==> src/rtl/kpu_pkg.sv <==
`timescale 1ns / 1ps
`default_nettype none

package kpu_pkg;

	// Width of factorial values: 12! fits in 29 bits
	localparam int FACT_W = 32;

	typedef struct packed {
		logic [3:0]  set_size;
		logic [18:0] rank;
	} kpu_in_t;

	typedef struct packed {
		logic [3:0] digit;
		logic       last;
		logic       bad_rank;
	} kpu_out_t;

	typedef enum logic {
		ST_IDLE,
		ST_RUN
	} kpu_state_t;

	// m! for m = 0..12; codes above 12 never select a digit
	function automatic logic [FACT_W-1:0] fact_of(input logic [3:0] m);
		logic [FACT_W-1:0] f;
		case (m)
			4'd0:    f = 32'd1;
			4'd1:    f = 32'd1;
			4'd2:    f = 32'd2;
			4'd3:    f = 32'd6;
			4'd4:    f = 32'd24;
			4'd5:    f = 32'd120;
			4'd6:    f = 32'd720;
			4'd7:    f = 32'd5040;
			4'd8:    f = 32'd40320;
			4'd9:    f = 32'd362880;
			4'd10:   f = 32'd3628800;
			4'd11:   f = 32'd39916800;
			4'd12:   f = 32'd479001600;
			default: f = '1;
		endcase
		return f;
	endfunction

endpackage

`default_nettype wire

==> src/rtl/kth_permutation_unrank_top.sv <==
`timescale 1ns / 1ps
`default_nettype none
// An invalid item gives its single error beat in the cycle after accept.
// Each digit is found by repeated steps of the shared compare-subtract unit,
// stepping its pool index up from zero; the beat shows in the cycle after the selecting step.
// A new item is taken only while idle, so not before every digit of the item in hand is selected.
// Results cannot be stalled: each beat is on the result port for one cycle.
// Reset (arst_n low) returns the sequencer to idle and clears the result strobe.

module kth_permutation_unrank_top #(
	parameter int MAX_SET_SIZE = 9
) (
	input  wire logic             clk,
	input  wire logic             arst_n,
	input  wire logic             start,
	input  wire kpu_pkg::kpu_in_t item,
	output logic                  busy,
	output logic                  result_strobe,
	output kpu_pkg::kpu_out_t     result
);

	localparam int IDX_W = $clog2(MAX_SET_SIZE);
	localparam int REM_W = $clog2(MAX_SET_SIZE + 1);

	kpu_pkg::kpu_state_t state_q, state_d;

	logic [18:0]                 k_q;
	logic [REM_W-1:0]            rem_q;
	logic [IDX_W-1:0]            idx_q;
	logic [3:0]                  pool_q [MAX_SET_SIZE];
	logic                        strobe_q;
	kpu_pkg::kpu_out_t           result_q;

	logic                        accept;
	logic                        item_ok;
	logic [kpu_pkg::FACT_W-1:0]  f_cur;
	logic [kpu_pkg::FACT_W:0]    diff;
	logic                        k_lt_f;
	logic                        idx_at_end;
	logic                        emit;

	assign accept = start && (state_q == kpu_pkg::ST_IDLE);

	// Range check of the incoming item
	assign item_ok = (item.set_size != 4'd0)
		&& (item.set_size <= 4'(MAX_SET_SIZE))
		&& (item.rank != 19'd0)
		&& ({{(kpu_pkg::FACT_W-19){1'b0}}, item.rank} <= kpu_pkg::fact_of(item.set_size));

	// Shared compare-subtract unit: k against (remaining-1)!
	assign f_cur      = kpu_pkg::fact_of(4'(rem_q - REM_W'(1)));
	assign diff       = {1'b0, {(kpu_pkg::FACT_W-19){1'b0}}, k_q} - {1'b0, f_cur};
	assign k_lt_f     = diff[kpu_pkg::FACT_W];
	assign idx_at_end = (REM_W'(idx_q) == rem_q - REM_W'(1));

	// Sequencer
	always_ff @(posedge clk or negedge arst_n) begin
		if (!arst_n) begin
			state_q <= kpu_pkg::ST_IDLE;
		end else begin
			state_q <= state_d;
		end
	end

	always_comb begin
		state_d = state_q;
		emit    = 1'b0;
		unique case (state_q)
			kpu_pkg::ST_IDLE: begin
				if (start && item_ok) begin
					state_d = kpu_pkg::ST_RUN;
				end
			end
			kpu_pkg::ST_RUN: begin
				emit = k_lt_f || idx_at_end;
				if (emit && (rem_q == REM_W'(1))) begin
					state_d = kpu_pkg::ST_IDLE;
				end
			end
			default: state_d = kpu_pkg::ST_IDLE;
		endcase
	end

	// Digit datapath: quotient by repeated subtraction, then pool removal
	always_ff @(posedge clk) begin
		if (accept) begin
			k_q   <= item.rank - 19'd1;
			rem_q <= REM_W'(item.set_size);
			idx_q <= '0;
			for (int i = 0; i < MAX_SET_SIZE; i++) begin
				pool_q[i] <= 4'(i + 1);
			end
		end else if (state_q == kpu_pkg::ST_RUN) begin
			if (emit) begin
				rem_q <= rem_q - REM_W'(1);
				idx_q <= '0;
				for (int i = 0; i < MAX_SET_SIZE - 1; i++) begin
					if (i >= int'(idx_q)) begin
						pool_q[i] <= pool_q[i+1];
					end
				end
			end else begin
				k_q   <= diff[18:0];
				idx_q <= idx_q + IDX_W'(1);
			end
		end
	end

	// Result register
	always_ff @(posedge clk or negedge arst_n) begin
		if (!arst_n) begin
			strobe_q <= 1'b0;
		end else begin
			strobe_q <= (accept && !item_ok) || emit;
		end
	end

	always_ff @(posedge clk) begin
		if (accept && !item_ok) begin
			result_q.digit    <= 4'd0;
			result_q.last     <= 1'b1;
			result_q.bad_rank <= 1'b1;
		end else if (emit) begin
			result_q.digit    <= pool_q[idx_q];
			result_q.last     <= (rem_q == REM_W'(1));
			result_q.bad_rank <= 1'b0;
		end
	end

	assign busy          = (state_q != kpu_pkg::ST_IDLE);
	assign result_strobe = strobe_q;
	assign result        = result_q;

	// Checks
	a_err_beat: assert property (@(posedge clk) disable iff (!arst_n)
		(start && !busy && !item_ok) |=> (result_strobe && result.bad_rank && result.last))
		else $error("invalid item did not give an error beat");

	a_digit_nonzero: assert property (@(posedge clk) disable iff (!arst_n)
		(result_strobe && !result.bad_rank) |-> (result.digit != 4'd0))
		else $error("valid beat carries digit zero");

	a_idx_range: assert property (@(posedge clk) disable iff (!arst_n)
		(state_q == kpu_pkg::ST_RUN) |-> ((REM_W'(idx_q) < rem_q) && (rem_q != '0)))
		else $error("pool index out of range");

	a_last_ends: assert property (@(posedge clk) disable iff (!arst_n)
		(emit && (rem_q == REM_W'(1))) |=> (!busy && result_strobe && result.last))
		else $error("last digit did not end the item");

endmodule

`default_nettype wire

==> config.mk <==
export PLATFORM = sky130hd
export DESIGN_NAME = kth_permutation_unrank_top
export DESIGN_NICKNAME = d
export VERILOG_FILES = /design/src/rtl/kpu_pkg.sv /design/src/rtl/kth_permutation_unrank_top.sv
export SDC_FILE = /design/constraint.sdc
export NUM_CORES = 1
export LEC_CHECK = 0
export BUFFER_PORTS_ARGS = -buffer_cell sky130_fd_sc_hd__buf_2
export CAP_MARGIN = 20
export CORE_UTILIZATION = 60
export CTS_BUF_LIST = sky130_fd_sc_hd__clkbuf_16
export DETAILED_ROUTE_END_ITERATION = 6
export PLACE_DENSITY = 0.8
export SLEW_MARGIN = 0
export SYNTH_ARGS = -nofsm -noshare
export SYNTH_HDL_FRONTEND = slang
export SYNTH_SLANG_ARGS = --single-unit
==> constraint.sdc <==
create_clock -name clk -period 4.7 [get_ports clk]
set_input_delay 0 -clock clk [delete_from_list [all_inputs] [get_ports clk]]
set_output_delay 0 -clock clk [all_outputs]
set_load 0.005 [all_outputs]
==> impl_metrics.csv <==
group,metric,value,unit
critical_path,endpoint,"pool_q[5][0]$_SDFFCE_PN0P_",
critical_path,r2r_slack,340,ps
floorplan,dieHeight,95.1,um
clock_tree,ctsLongestPathBuffers,2,
sta,setup_violations,0,
yosys,ys_types,66,
layout,area_growth,11.5,%
outcome,outcome,"complete, no violations",
route,ant_nets,0,
yosys,syn-num-nets,644,
yosys,synth_seq_cells,62,
critical_path,path_buf_inv,3,
global_route,track_usage,29.9,%
clock_tree,htree_levels,3,
layout,fill_cells,619,
floorplan,core,8300,um2
critical_path,crit_type,"reg2reg",
sta,final.min_clock_period,4360,ps
critical_path,cp-end-kind,"flop",
layout,final_net_count,676,
critical_path,cp.arrival,4400,ps
global_route,grt_use_met3,3.43,%
floorplan,die_w,95.1,um
yosys,synth_area,5200,um2
sta,rsz0062_at_grt,"false",
route,finalWirelength,12800,um
global_route,busiest_layer,"met2",
place,place_area,5420,um2
yosys,syn_area_per_cell,9.21,um2
clock_tree,clk_pin_slew_worst_paths,60,ps
route,firstDrtPassIters,5,
layout,diodes,0,
yosys,yosysMostFrequentCell,"ha_1",
sta,slew_headroom,49.6,%
place,dp_hpwl,9440,um
critical_path,reg2reg_from,"rem_q[1]$_DFFE_PP_",
sta,hold_viol_final,0,
yosys,synth-edff-count,50,
global_route,grt_pass1_vias,4157,
layout,postLayoutCellArea,5800,um2
sta,maxSlewViolCount,0,
clock_tree,cts_tree,"yes",
critical_path,critical-path-top-delay-family,"compound AO/OA/AOI/OAI gates",
yosys,yosysWarnings,0,
worst_hold_path,worstHoldStart,"item[0]",
sta,timing.fmax,0.230,GHz
yosys,synth_area_leaders,"edfxtp_1 (29%), ha_1 (13%), a21oi_1 (4.0%), xnor2_1 (3.9%), dfxtp_1 (3.8%)",
critical_path,cp.depth,16,
critical_path,ff2ff_path_depth,16,
global_route,met1_usage,41.2,%
critical_path,cp.required,4740,ps
layout,drive_gt1_share,13.0,%
flow_run,cap_viol_max_count,0,
critical_path,worst_r2r_endpoint,"pool_q[5][0]$_SDFFCE_PN0P_",
critical_path,worstSetupStartpoint,"rem_q[1]$_DFFE_PP_",
yosys,ys_seq_area_share,33.7,%
place,io_buffers,33,
floorplan,std_cell_rows,33,
floorplan,start_util,62.7,%
sta,worstMarginPinSlew,754,ps
sta,finalCritPeriodShare,92.7,%
place,routabilityCongestion,0.916,
floorplan,die-area,9050,um2
critical_path,max_stage_delay,520,ps
yosys,post-synth-top-area-cell,"edfxtp_1",
yosys,synthCells,565,
critical_path,startpoint_type,"flop",
critical_path,cp_cell_sequence,"inv_1 > ha_1 > xnor2_2 > nor2_1 > a21o_1 > ha_1 > inv_1 > fa_1 > a211oi_1 > o21ai_0 > nand3_1 > a211oi_2 > o21ai_4 > buf_4 > and2_1 > a21o_1",
global_route,grt_max_degree,36,
route,avgRoutedWirePerCell,18.1,um
yosys,synth_ff_type,"edfxtp_1",
route,vias,4475,
clock_tree,clock_latency,330,ps
layout,utilization,69.9,%
route,drc,0,
floorplan,ios,34,
global_route,antenna_found_initial,0,
yosys,ys_async_sr_fraction,3.23,%
critical_path,crit_fanout,11,
global_route,grt_use_met2,48.6,%
global_route,grt_pass1_wl,20400,um
clock_tree,root_buffer,"clkbuf_16",
critical_path,cpMaxStageDelayCell,"edfxtp_1",
route,avgViaCountPerCell,6.33,
global_route,grt-ovfl-total,0,
clock_tree,cts_buffers,9,
clock_tree,clock_sinks,62,
sta,tns,0,ps
worst_hold_path,hold_path_class,"in2reg",
sta,finClkSkew,10.0,ps
route,drt-initial-drc-count,355,
yosys,synth_top_cell_area_share,28.9,%
yosys,synthTopCellsByCount,"ha_1 (52), edfxtp_1 (50), nand2_1 (46)",
metal layers:
metal,vias up,share of wire (%)
met1,2138,45
met5,-,0
met4,0,1.8
met3,21,6.2
li1,2139,-
met2,177,47
state kept, by name, summed over array words and instances, names as in the netlist:
register       cells
pool_q            27
k_q               19
result             6
idx_q              4
rem_q              4
busy               1
result_strobe      1
cell usage in the layout, fill, tap and decap left out, drive strengths merged, types with 6 or more instances in the layout:
cell	n
xor2	17
nor3	12
clkbuf	9
edfxtp	50
a31oi	7
ha	52
o21ai	39
inv	26
dfxtp	10
nand2b	18
a21oi	42
xnor2	24
a211oi	10
and2	9
nand2	46
nand3	16
nor4	7
a21o	11
buf	43
nor2	41
or2	6
nand3b	6
and3	17
layout make-up:
| cell class | count | area, um2 | area share (%) |
|---|---|---|---|
| clock buffers | 9 | 225 | 3.88 |
| clock inverters | 7 | 90.1 | 1.55 |
| inverters | 25 | 93.8 | 1.62 |
| multi-input cells | 453 | 3240 | 55.8 |
| flip-flops and latches | 62 | 1750 | 30.2 |
| well taps | 105 | 131 | 2.27 |
| repair buffers | 46 | 270 | 4.66 |
worst register-to-register path: stages (launching register included):
cell	delay [ps]
edfxtp_1	520
inv_1	210
ha_1	430
xnor2_2	220
nor2_1	230
a21o_1	120
ha_1	150
inv_1	50
fa_1	420
a211oi_1	300
o21ai_0	190
nand3_1	210
a211oi_2	150
o21ai_4	250
buf_4	230
and2_1	210
a21o_1	180
stage by stage:
step                      setup WS, ps  instances  hold slack [ps]
after global placement             481        684             -208
after global routing              31.3        707             52.5
final                              344        707             49.2
after detailed placement           256        684             -206
after floorplan                    799        565             -296
after CTS                          234        703             41.2
worst min-delay path by stage:
stage | to | slack [ps] | cells past startpoint
floorplan | busy$_DFF_PN0_ | -300 | 0
global placement | busy$_DFF_PN0_ | -210 | 1
detailed placement | result_strobe$_DFF_PN0_ | -210 | 1
CTS | k_q[0]$_DFFE_PP_ | 40 | 2
global route | k_q[0]$_DFFE_PP_ | 50 | 2
finish | k_q[0]$_DFFE_PP_ | 50 | 2
kinds of logic after synthesis:
family	synth area share, %
mux	2.93
fa+ha+maj	12.9
xor+xnor	7.05
buf+inv	4.26
simple gates	20.8
compound gates	18.4
flops	33.7
repair_timing:
item | 4_1_cts | 5_1_grt
endpoints found under the setup margin | 0 | 55
setup buffers | 0 | 4
hold buffers | 3 | 0
resized for setup | 0 | 1
hold endpoints to repair | 4 | 0
Power is not shown: default switching activity piles up to over one toggle a cycle in this logic, so the estimate is an artifact.
